**config.mk**
```make
export PLATFORM = sky130hd
export DESIGN_NAME = crlu_divider
export DESIGN_NICKNAME = d
export VERILOG_FILES = /design/src/rtl/core/crlu_pkg.sv /design/src/rtl/core/crlu_divider.sv
export SDC_FILE = /design/constraint.sdc
export NUM_CORES = 1
export LEC_CHECK = 0
export BUFFER_PORTS_ARGS = -buffer_cell sky130_fd_sc_hd__buf_2
export CAP_MARGIN = 15
export CORE_MARGIN = 1
export CORE_UTILIZATION = 30
export CTS_CLUSTER_SIZE = 30
export DETAILED_ROUTE_END_ITERATION = 8
export SLEW_MARGIN = 20
export SYNTH_ARGS = -nofsm -noshare
export SYNTH_HDL_FRONTEND = slang
export SYNTH_SLANG_ARGS = --single-unit
export TNS_END_PERCENT = 1
```
**constraint.sdc**
```tcl
create_clock -name clk -period 7.4 [get_ports clk]
set_clock_uncertainty 0.2 [all_clocks]
set_input_delay 1.48 -clock clk [delete_from_list [all_inputs] [get_ports clk]]
set_output_delay 1.48 -clock clk [all_outputs]
set_load 0.05 [all_outputs]
```
**src/rtl/core/crlu_pkg.sv**
```systemverilog
// ----------------------------------------------------------------------------
// crlu_pkg
// Shared types and constants for the Crout LU linear solver.
// ----------------------------------------------------------------------------
package crlu_pkg;

    localparam logic signed [63:0] S32_MAX = 64'sd2147483647;
    localparam logic signed [63:0] S32_MIN = -64'sd2147483648;

    typedef enum logic [4:0] {
        ST_LOAD,
        ST_LK_INIT,
        ST_LK_RD,
        ST_LK_MAC,
        ST_LK_WR,
        ST_PIV,
        ST_UK_INIT,
        ST_UK_RD,
        ST_UK_MAC,
        ST_UK_DIV,
        ST_UK_WR,
        ST_FZ_INIT,
        ST_FZ_RD,
        ST_FZ_MAC,
        ST_FZ_DIV,
        ST_FZ_WR,
        ST_BX_INIT,
        ST_BX_RD,
        ST_BX_MAC,
        ST_BX_WR,
        ST_OUT_RD,
        ST_OUT
    } crlu_state_t;

    typedef struct packed {
        logic                start;
        logic signed [63:0]  num;
        logic signed [31:0]  den;
    } crlu_div_req_t;

    typedef struct packed {
        logic                busy;
        logic                done;
        logic signed [31:0]  quo;
    } crlu_div_rsp_t;

    function automatic logic signed [31:0] sat32(input logic signed [63:0] v);
        logic signed [31:0] r;
        if (v > S32_MAX) r = 32'sh7fffffff;
        else if (v < S32_MIN) r = 32'sh80000000;
        else r = v[31:0];
        return r;
    endfunction

endpackage

```
**src/rtl/core/crlu_divider.sv**
```systemverilog
// ----------------------------------------------------------------------------
// crlu_divider
// Signed restoring divider, one quotient bit per cycle, truncating toward
// zero, result saturated to 32 bits.
// ----------------------------------------------------------------------------
module crlu_divider
(
    input  logic                  clk,
    input  logic                  rst_n,
    input  crlu_pkg::crlu_div_req_t req,
    output crlu_pkg::crlu_div_rsp_t rsp
);

    logic        busy_reg, busy_next;
    logic        done_reg, done_next;
    logic [6:0]  cnt_reg, cnt_next;
    logic [63:0] quo_reg, quo_next;
    logic [63:0] rem_reg, rem_next;
    logic [31:0] den_reg, den_next;
    logic        neg_reg, neg_next;
    logic [64:0] trial;
    logic [63:0] rem_sh;
    logic signed [64:0] sres;

    always_ff @(posedge clk or negedge rst_n)
    begin
        if (!rst_n)
        begin
            busy_reg <= 1'b0;
            done_reg <= 1'b0;
            cnt_reg  <= '0;
        end
        else
        begin
            busy_reg <= busy_next;
            done_reg <= done_next;
            cnt_reg  <= cnt_next;
        end
    end

    always_ff @(posedge clk)
    begin
        quo_reg <= quo_next;
        rem_reg <= rem_next;
        den_reg <= den_next;
        neg_reg <= neg_next;
    end

    always_comb
    begin
        busy_next = busy_reg;
        done_next = 1'b0;
        cnt_next  = cnt_reg;
        quo_next  = quo_reg;
        rem_next  = rem_reg;
        den_next  = den_reg;
        neg_next  = neg_reg;
        rem_sh    = {rem_reg[62:0], quo_reg[63]};
        trial     = {1'b0, rem_sh} - {33'b0, den_reg};
        if (req.start)
        begin
            busy_next = 1'b1;
            cnt_next  = 7'd64;
            quo_next  = req.num[63] ? 64'(-req.num) : 64'(req.num);
            rem_next  = '0;
            den_next  = req.den[31] ? 32'(-req.den) : 32'(req.den);
            neg_next  = req.num[63] ^ req.den[31];
        end
        else if (busy_reg)
        begin
            if (!trial[64])
            begin
                rem_next = trial[63:0];
                quo_next = {quo_reg[62:0], 1'b1};
            end
            else
            begin
                rem_next = rem_sh;
                quo_next = {quo_reg[62:0], 1'b0};
            end
            cnt_next = cnt_reg - 7'd1;
            if (cnt_reg == 7'd1)
            begin
                busy_next = 1'b0;
                done_next = 1'b1;
            end
        end
    end

    assign sres = neg_reg ? -$signed({1'b0, quo_reg}) : $signed({1'b0, quo_reg});

    always_comb
    begin
        rsp.busy = busy_reg;
        rsp.done = done_reg;
        if (sres > 65'sd2147483647) rsp.quo = 32'sh7fffffff;
        else if (sres < -65'sd2147483648) rsp.quo = 32'sh80000000;
        else rsp.quo = sres[31:0];
    end

endmodule

```
==> After elaboration in Yosys (flattened, before gate mapping) <==
Cells that the tools add are included.
{ "totals": {"out_inout_bits": 34, "ff_bits": 169, "word_cells": 35, "input_bits": 99} }
{ "classes": {"reduce_logical": 1, "add_sub_neg": 5, "bitwise_logic": 1, "n_eq_ne": 1, "magnitude_cmp": 2, "muxes": 17} }
{ "ops": {"columns": ["cell", "count"], "rows": [
  ["64-bit two-way mux", 3],
  ["65-bit by 32-bit > comparator with 1-bit output (second input constant)", 1],
  ["65-bit by 32-bit < comparator with 1-bit output (second input constant)", 1],
  ["65-bit two-way mux", 1],
  ["64-bit negation with 65-bit output", 1],
  ["64-bit by 32-bit subtractor with 65-bit output", 1],
  ["32-bit two-way mux", 2],
  ["64-bit negation", 1],
  ["63-bit two-way mux", 1],
  ["32-bit negation", 1],
  ["31-bit two-way mux", 1],
  ["7-bit two-way mux", 2],
  ["7-bit by 1-bit == test with 1-bit output (second input constant)", 1],
  ["1-bit two-way mux", 7],
  ["7-bit by 1-bit subtractor with 7-bit output (second input constant)", 1],
  ["2-bit nonzero test", 1],
  ["1-bit bitwise XOR", 1]
]} }

==> Logic depth before layout (Yosys ltp) <==
Gate-level depths: netlist (run 1).
{ "logic_depth": {"ltp_word": 5, "depth_mapped": 14, "ltp_nobuf": 12} }

==> Worst setup path before layout (run 1) <==
No wires, ideal clock.
{ "synth_timing": {"path_type": "reg2out", "startpoint": "reg quo_reg[9]", "endpoint": "out rsp[1] (netlist name)", "t_arrival_ps": 4196, "path_stages_with_launch": 12, "path_buffers": 2, "required_ps": 5720, "path_slack_ps": 1524, "path_cell_list": "edfxtp_1 or4_4 or4_4 buf_6 or4_4 buf_6 o21ai_1 or4b_1 a2111oi_2 o2111a_2 a31oi_4 o21ai_1"} }
{ "synth_lines": {"columns": ["item", "line_no", "source"], "rows": [
  ["start, declared", "crlu_divider.sv:17", "logic [63:0] quo_reg, quo_next;"],
  ["start signal, assigned", "crlu_divider.sv:43", "quo_reg <= quo_next;"],
  ["end, declared", "crlu_divider.sv:11", "output crlu_pkg::crlu_div_rsp_t rsp"]
]} }

==> flow_summary_export.csv, run 1 <==
group,metric,value,unit
status,status,"complete, no violations",
final_layout,finalInstanceArea,15100,um^2
worst_hold_path,worst_min_delay_path_category,"reg2reg",
final_layout,largest_register_ffs,64,
floorplan,die-height,214,um
critical_path,r2r.worst_path.cells,14,
grt,grt.overflow.total,0,
cts,cts-root-to-sink-buffers,2,
synth,yosysTopAreaCellShare,21.7,%
route,drtPass1Iterations,6,
final_layout,antenna-diode-count,0,
sta,max_slew.worst_pin.slew,1.11,ns
synth,ys.warnings.count,0,
sta,rsz0062_at_grt,"no",
final_layout,layout-area-overhead-vs-synth,11.9,%
critical_path,critical_path_launch_point_type,"register",
grt,grtUsageTotal,16.2,%
grt,grt_pass1_wl,59.1,mm
sta,report.final.slew_viol_count,0,
synth,synth_top_flop_cell,"edfxtp_1",
synth,synth.yosys.seq_area_share,32.7,%
critical_path,critical_path.slowest_cell,"nor4_2",
floorplan,design.core.area,44200,um^2
route,routed_wl,37.2,mm
synth,synthCells,1599,
floorplan,io_pins,133,
worst_hold_path,count_of_cells_along_the_worst_hold_path,2,
floorplan,die_w,214,um
place,gpl.final_weighted_congestion,0.902,
cts,post_cts_buffers,0,
run,maxCapViolations,0,
cts,cts_tree,"yes",
synth,commonest_cells_in_the_netlist,"nor2_1 (166), nand2_1 (124), xor2_1 (118)",
critical_path,worst_ep_arrival_time,5.11,ns
synth,synth.top_cells.by_area,"edfxtp_1 (22%), dfxtp_1 (9.4%), xor2_1 (7.7%)",
cts,numClockSinks,169,
pwr,power.static_leakage,5.57,nW
critical_path,cp-end-kind,"output port",
place,dp_hpwl,27.3,mm
critical_path,path_class,"reg2out",
route,routed-via-count,12400,
synth,synth_area_per_inst,8.41,um^2
pwr,power_per_cell_area,302,nW/um^2
final_layout,multi_input_comb_area,8350,um^2
route,iteration_0_drc_markers,1030,
floorplan,initial_core_util,30.4,%
final_layout,sequential_cell_area,4400,um^2
place,detailed_place.area,14500,um^2
cts,cts_hold_buf,0,
floorplan,num_rows,77,
critical_path,timing.critical_path.cells,"nor4_2 > nand4_1 > or3_1 > o41ai_1 > xnor2_1 > o311ai_0 > or4_4 > o21ai_4 > buf_4 > o21ai_1 > buf_2",
route,post-route-drc-count,0,
synth,synth_async_sr_flop_share,5.33,%
route,vias_per_cell,5.47,
critical_path,timing.critical_path.depth,11,
critical_path,cp_data_required_time,5.72,ns
pwr,vdd_ir_drop_max,0.151,mV
sta,number_of_endpoints_with_negative_hold_slack_in_the_final_report,0,
grt,initial_antenna_violation_count,0,
synth,synth-edff-count,97,
place,numPortBuffers,132,
grt,grt_start_max_net_pins,94,
critical_path,timing.critical_path.slowest_cell_delay,0.73,ns
cts,htree_levels,4,
critical_path,critical-path-top-delay-family,"simple AND/OR/NAND/NOR gates",
sta,final_period_minus_worst_setup_slack,6.79,ns
critical_path,worstPathMaxFanout,31,
sta,slew-limit-headroom,26.3,%
sta,finalCritPeriodShare,91.8,%
synth,mappedNetlistArea,13500,um^2
synth,ys_types,83,
final_layout,final_net_count,1792,
cts,clkTransAtPathRegs,0.08,ns
critical_path,worstPathBufferInverterCount,2,
synth,library_cell_with_the_largest_summed_area_after_synthesis,"edfxtp_1",
cts,cts_root_buf,"clkbuf_16",
cts,worst_skew_pair.late_latency,0.46,ns
synth,synthesized_net_count,1736,
final_layout,number_of_fillers_in_the_final_layout,4595,
final_layout,final_layout_size_suffix_gt1_share,15.0,%
grt,first_global_vias,11200,
sta,timing.setup.tns,0,ns
floorplan,dieArea,45700,um^2
synth,synth.ff_latch_count,169,
cts,cts_buf_count,17,
sta,report.final.setup_viol,0,
route,detail_route.wl_per_cell,16.5,um
sta,fmax,147,MHz
route,route.antenna.remaining_nets,0,
synth,post-synth-top-count-cell,"nor2_1",
cts,cts.repair.resized,0,
[cells in the final DEF (no fill, tap or decap), types with 18 or more instances in the layout]
cell,count
a21oi_1,98
o21ai_0,82
o21ai_2,31
nor4_1,33
ha_1,37
nor2_1,165
buf_2,131
or4_1,35
nand3_1,34
a21o_1,18
xor2_1,118
a311oi_1,28
xnor2_1,66
edfxtp_1,97
a211oi_1,20
or3_1,47
nand2_1,124
clkbuf_16,18
nor3_1,35
o31ai_1,54
o41ai_1,28
dfxtp_1,63
inv_1,60
[report_power, final]
group / switching [mW] / internal, mW
clock network: 0.415 / 0.470
registers: 0.270 / 1.25
logic: 1.27 / 0.861
[layer usage]
layer	wire (um)	GRT usage [%]
met2	17100	25.7
met3	1520	1.79
met1	17800	22.4
met5	0	0
met4	846	6.08
[cell families after synthesis]
family          share of synthesized area, %
fa+ha+maj                               3.59
compound gates                          23.8
buf+inv                                 5.33
flops                                   32.7
xor+xnor                                12.0
mux                                     1.00
simple gates                            21.6
[worst paths after layout]
path / slack, ns / to / from
max: 0.61 / rsp[1] / quo_reg[29]
min reg2reg: 0.29 / rem_reg[27] / rem_reg[27]
max in group asynchronous: 6.14 / busy_reg / rst_n
min: 0.29 / rem_reg[27] / rem_reg[27]
max reg2reg: 2.48 / rem_reg[22] / quo_reg[63]
min in group asynchronous: 0.67 / done_reg / rst_n
[worst reg2reg max path, cell delays in order, from the launching register on]
cell	delay [ns]
edfxtp_1	0.57
inv_1	0.23
ha_1	0.23
fa_1	0.22
nor2b_1	0.07
o31ai_1	0.40
a22oi_1	0.25
a41o_1	0.34
a31oi_1	0.47
o211ai_1	0.18
buf_4	0.23
nor2_2	0.63
buf_4	0.39
nand2_1	0.10
a311oi_1	0.30
[stage by stage]
step | std cells | hold slack (ns) | utilization [%] | worst slack (ns) | power, mW
global placement | 2228 | 0.271 | 32.7 | 1.23 | 3.62
detailed placement | 2228 | 0.283 | 32.7 | 1.15 | 3.64
global route | 2260 | 0.323 | 34.0 | 0.330 | 4.88
floorplan | 1599 | 0.239 | - | 1.52 | 3.14
CTS | 2260 | 0.293 | 34.0 | 0.637 | 4.55
finish | 2260 | 0.289 | 34.0 | 0.608 | 4.54
[area by class of cell]
cell class	count	area share (%)
timing repair buffer	145	5.08
multi-input combinational	1260	55.4
clock buffer	20	3.11
tap	592	4.92
sequential	169	29.2
inverter	62	1.55
clock inverter	12	0.673
Note: power is estimated with default switching activity, not from simulation.
==> run 2: changes to the inputs <==
Settings changed: CORE_ASPECT_RATIO from default to 1.25, RECOVER_POWER from default to 100.
==> run 2 against run 1 <==
The run now ends with max-capacitance violations, max-slew violations left; register-to-register slack got worse by 1.1 ns; die area is essentially flat; cell area hardly changed; critical path depth unchanged; fmax down 2.7%; sequential power is essentially flat; via count decreased by 0.65%; setup slack got worse by 0.19 ns; routed wire length up 4.2%; combinational power is essentially flat; count of clock-buffer cells in the layout is 6 higher; largest cell class unchanged; largest power group unchanged; highest routed layer unchanged.
==> flow_summary_export.csv, run 2 (same netlist as run 1, synthesis figures left out) <==
group,metric,value,unit
critical_path,worstPathMaxFanout,14,
cts,cts.repair.resized,0,
cts,cts_tree,"yes",
grt,initial_antenna_violation_count,6,
run,maxCapViolations,7,
sta,rsz0062_at_grt,"no",
critical_path,worstPathBufferInverterCount,2,
worst_hold_path,min_to,"rem_reg[27]",
sta,fmax,143,MHz
cts,worst_skew_pair.late_latency,0.45,ns
floorplan,initial_core_util,30.5,%
cts,cts-root-to-sink-buffers,2,
route,vias_per_cell,5.45,
sta,report.final.setup_viol,0,
cts,post_cts_buffers,0,
floorplan,die_w,191,um
grt,grt_start_max_net_pins,109,
critical_path,worst_ep_arrival_time,5.30,ns
place,placed_cells_incl_taps,2213,
cts,cts_root_buf,"clkbuf_16",
floorplan,die-height,239,um
place,gpl.final_weighted_congestion,0.905,
route,routed_wl,38.8,mm
critical_path,cp-end-kind,"output port",
floorplan,design.core.area,44100,um^2
final_layout,final_layout_size_suffix_gt1_share,13.6,%
cts,clkTransAtPathRegs,0.07,ns
worst_hold_path,worst_min_delay_path_category,"reg2reg",
sta,slew-limit-headroom,-92.1,%
final_layout,stdcell_count,2251,
final_layout,multi_input_comb_area,8340,um^2
final_layout,final_net_count,1797,
critical_path,timing.critical_path.cells,"nor3_1 > nand4_1 > or3_1 > o41ai_1 > xnor2_1 > o311ai_0 > or4_4 > o21ai_4 > clkbuf_1 > o21ai_2 > buf_2",
critical_path,timing.critical_path.slowest_cell_delay,0.69,ns
critical_path,critical_path_launch_point_type,"register",
route,drtPass1Iterations,6,
final_layout,layout-area-overhead-vs-synth,11.9,%
floorplan,dieArea,45700,um^2
grt,grtUsageTotal,16.9,%
cts,numClockSinks,169,
grt,first_global_vias,11800,
critical_path,r2r.worst_path.cells,13,
pwr,power.static_leakage,5.54,nW
sta,report.final.slew_viol_count,398,
critical_path,path_class,"reg2out",
critical_path,timing.rr.start,"quo_reg[63]",
sta,final_period_minus_worst_setup_slack,6.98,ns
pwr,vdd_ir_drop_max,0.181,mV
critical_path,critical_path.slowest_cell,"nor3_1",
sta,max_slew.worst_pin.slew,2.88,ns
floorplan,io_pins,133,
final_layout,number_of_fillers_in_the_final_layout,4614,
critical_path,r2r_slack,1.42,ns
route,detail_route.wl_per_cell,17.2,um
route,iteration_0_drc_markers,743,
worst_hold_path,count_of_cells_along_the_worst_hold_path,2,
final_layout,largest_register_ffs,64,
sta,timing.setup.tns,0,ns
worst_hold_path,worstHoldStart,"rem_reg[27]",
cts,cts_hold_buf,0,
route,route.antenna.remaining_nets,0,
final_layout,layout.cells.most_common_list,"nor2_1 (166), nand2_1 (124), xor2_1 (118)",
critical_path,timing.rr.end,"rem_reg[12]",
critical_path,critical-path-top-delay-family,"simple AND/OR/NAND/NOR gates",
route,post-route-drc-count,0,
critical_path,cp_data_required_time,5.72,ns
route,routed-via-count,12300,
final_layout,postLayoutCoreUtil,34.1,%
status,violations,"max-capacitance violations, max-slew violations",
cts,htree_levels,4,
place,numPortBuffers,132,
pwr,power_per_cell_area,304,nW/um^2
grt,grt_pass1_wl,61.7,mm
floorplan,num_rows,86,
cts,cts_buf_count,17,
final_layout,commonest_non_fill_non_tap_cell_in_the_layout,"nor2_1",
status,status,"finished, violations left",
final_layout,sequential_cell_area,4400,um^2
sta,number_of_endpoints_with_negative_hold_slack_in_the_final_report,0,
sta,finalCritPeriodShare,94.3,%
place,dp_hpwl,28.6,mm
grt,grt.overflow.total,0,
## run 2: cell count changes in the layout (fill, tap and decap cells not counted), moves of 2 or more
cell | previous run | this run
buf_2 | 131 | 102
clkbuf_16 | 18 | 20
clkinv_2 | 2 | 0
clkbuf_2 | 0 | 15
inv_8 | 3 | 1
clkbuf_8 | 1 | 3
buf_4 | 13 | 9
diode_2 | 0 | 6
clkbuf_1 | 1 | 27
inv_6 | 5 | 0
clkinv_4 | 0 | 3
## run 2: layout make-up
cell class                      count  share of cell area, %
Inverter                           62                   1.55
Antenna cell                        6                 0.0997
Clock buffer                       26                   3.67
Clock inverter                      6                  0.324
Tap cell                          572                   4.75
Sequential cell                   169                   29.2
Timing Repair Buffer              150                   4.94
Multi-Input combinational cell   1260                   55.4
## run 2: power by group
group	leakage, nW	switching [mW]	internal [mW]	total (mW)
Sequential	1.60	0.265	1.25	1.52
Combinational	3.65	1.29	0.856	2.15
Clock	0.292	0.391	0.520	0.912
Total	5.54	1.95	2.63	4.58
## run 2: worst max path at each step
stage | to | startpoint | depth (start not counted) | slack, ns
after floorplan | rsp[1] | quo_reg[9] | 11 | 1.52
after global placement | rsp[13] | quo_reg[9] | 11 | 1.08
after detailed placement | rsp[17] | quo_reg[9] | 11 | 1.01
after CTS | rsp[17] | quo_reg[36] | 11 | 0.53
after global routing | rsp[0] | quo_reg[13] | 11 | 0.08
final | rsp[0] | quo_reg[36] | 11 | 0.42
## run 2: worst register-to-register path, cell delays in order (launching register included)
cell and delay, ns:
edfxtp_1 0.53, inv_1 0.21, ha_1 0.23, fa_1 0.21, nor2b_1 0.07, o31ai_1 0.40, a22oi_1 0.25, a41o_1 0.35
a31oi_1 0.48, o211ai_1 0.50, nor2_1 1.34, clkbuf_1 0.63, nand2_1 0.14, a311oi_1 0.31
## run 2: metal layers
metal	global-route usage [%]	vias to the layer above	routed length, um
met4	6.23	0	800
met5	0	-	0
met1	20.5	5771	17000
met3	2.83	44	1830
met2	29.7	350	19200
li1	-	6107	-
## run 2: through the flow
| stage | cell area (um^2) | hold WS, ns | setup slack (ns) | total power, mW |
|---|---|---|---|---|
| after CTS | 15100 | 0.296 | 0.526 | 4.59 |
| after floorplan | 13500 | 0.239 | 1.52 | 3.14 |
| after global routing | 15100 | 0.328 | 0.0751 | 4.91 |
| final | 15100 | 0.291 | 0.419 | 4.58 |
| after global placement | 14500 | 0.275 | 1.08 | 3.63 |
| after detailed placement | 14500 | 0.286 | 1.01 | 3.66 |
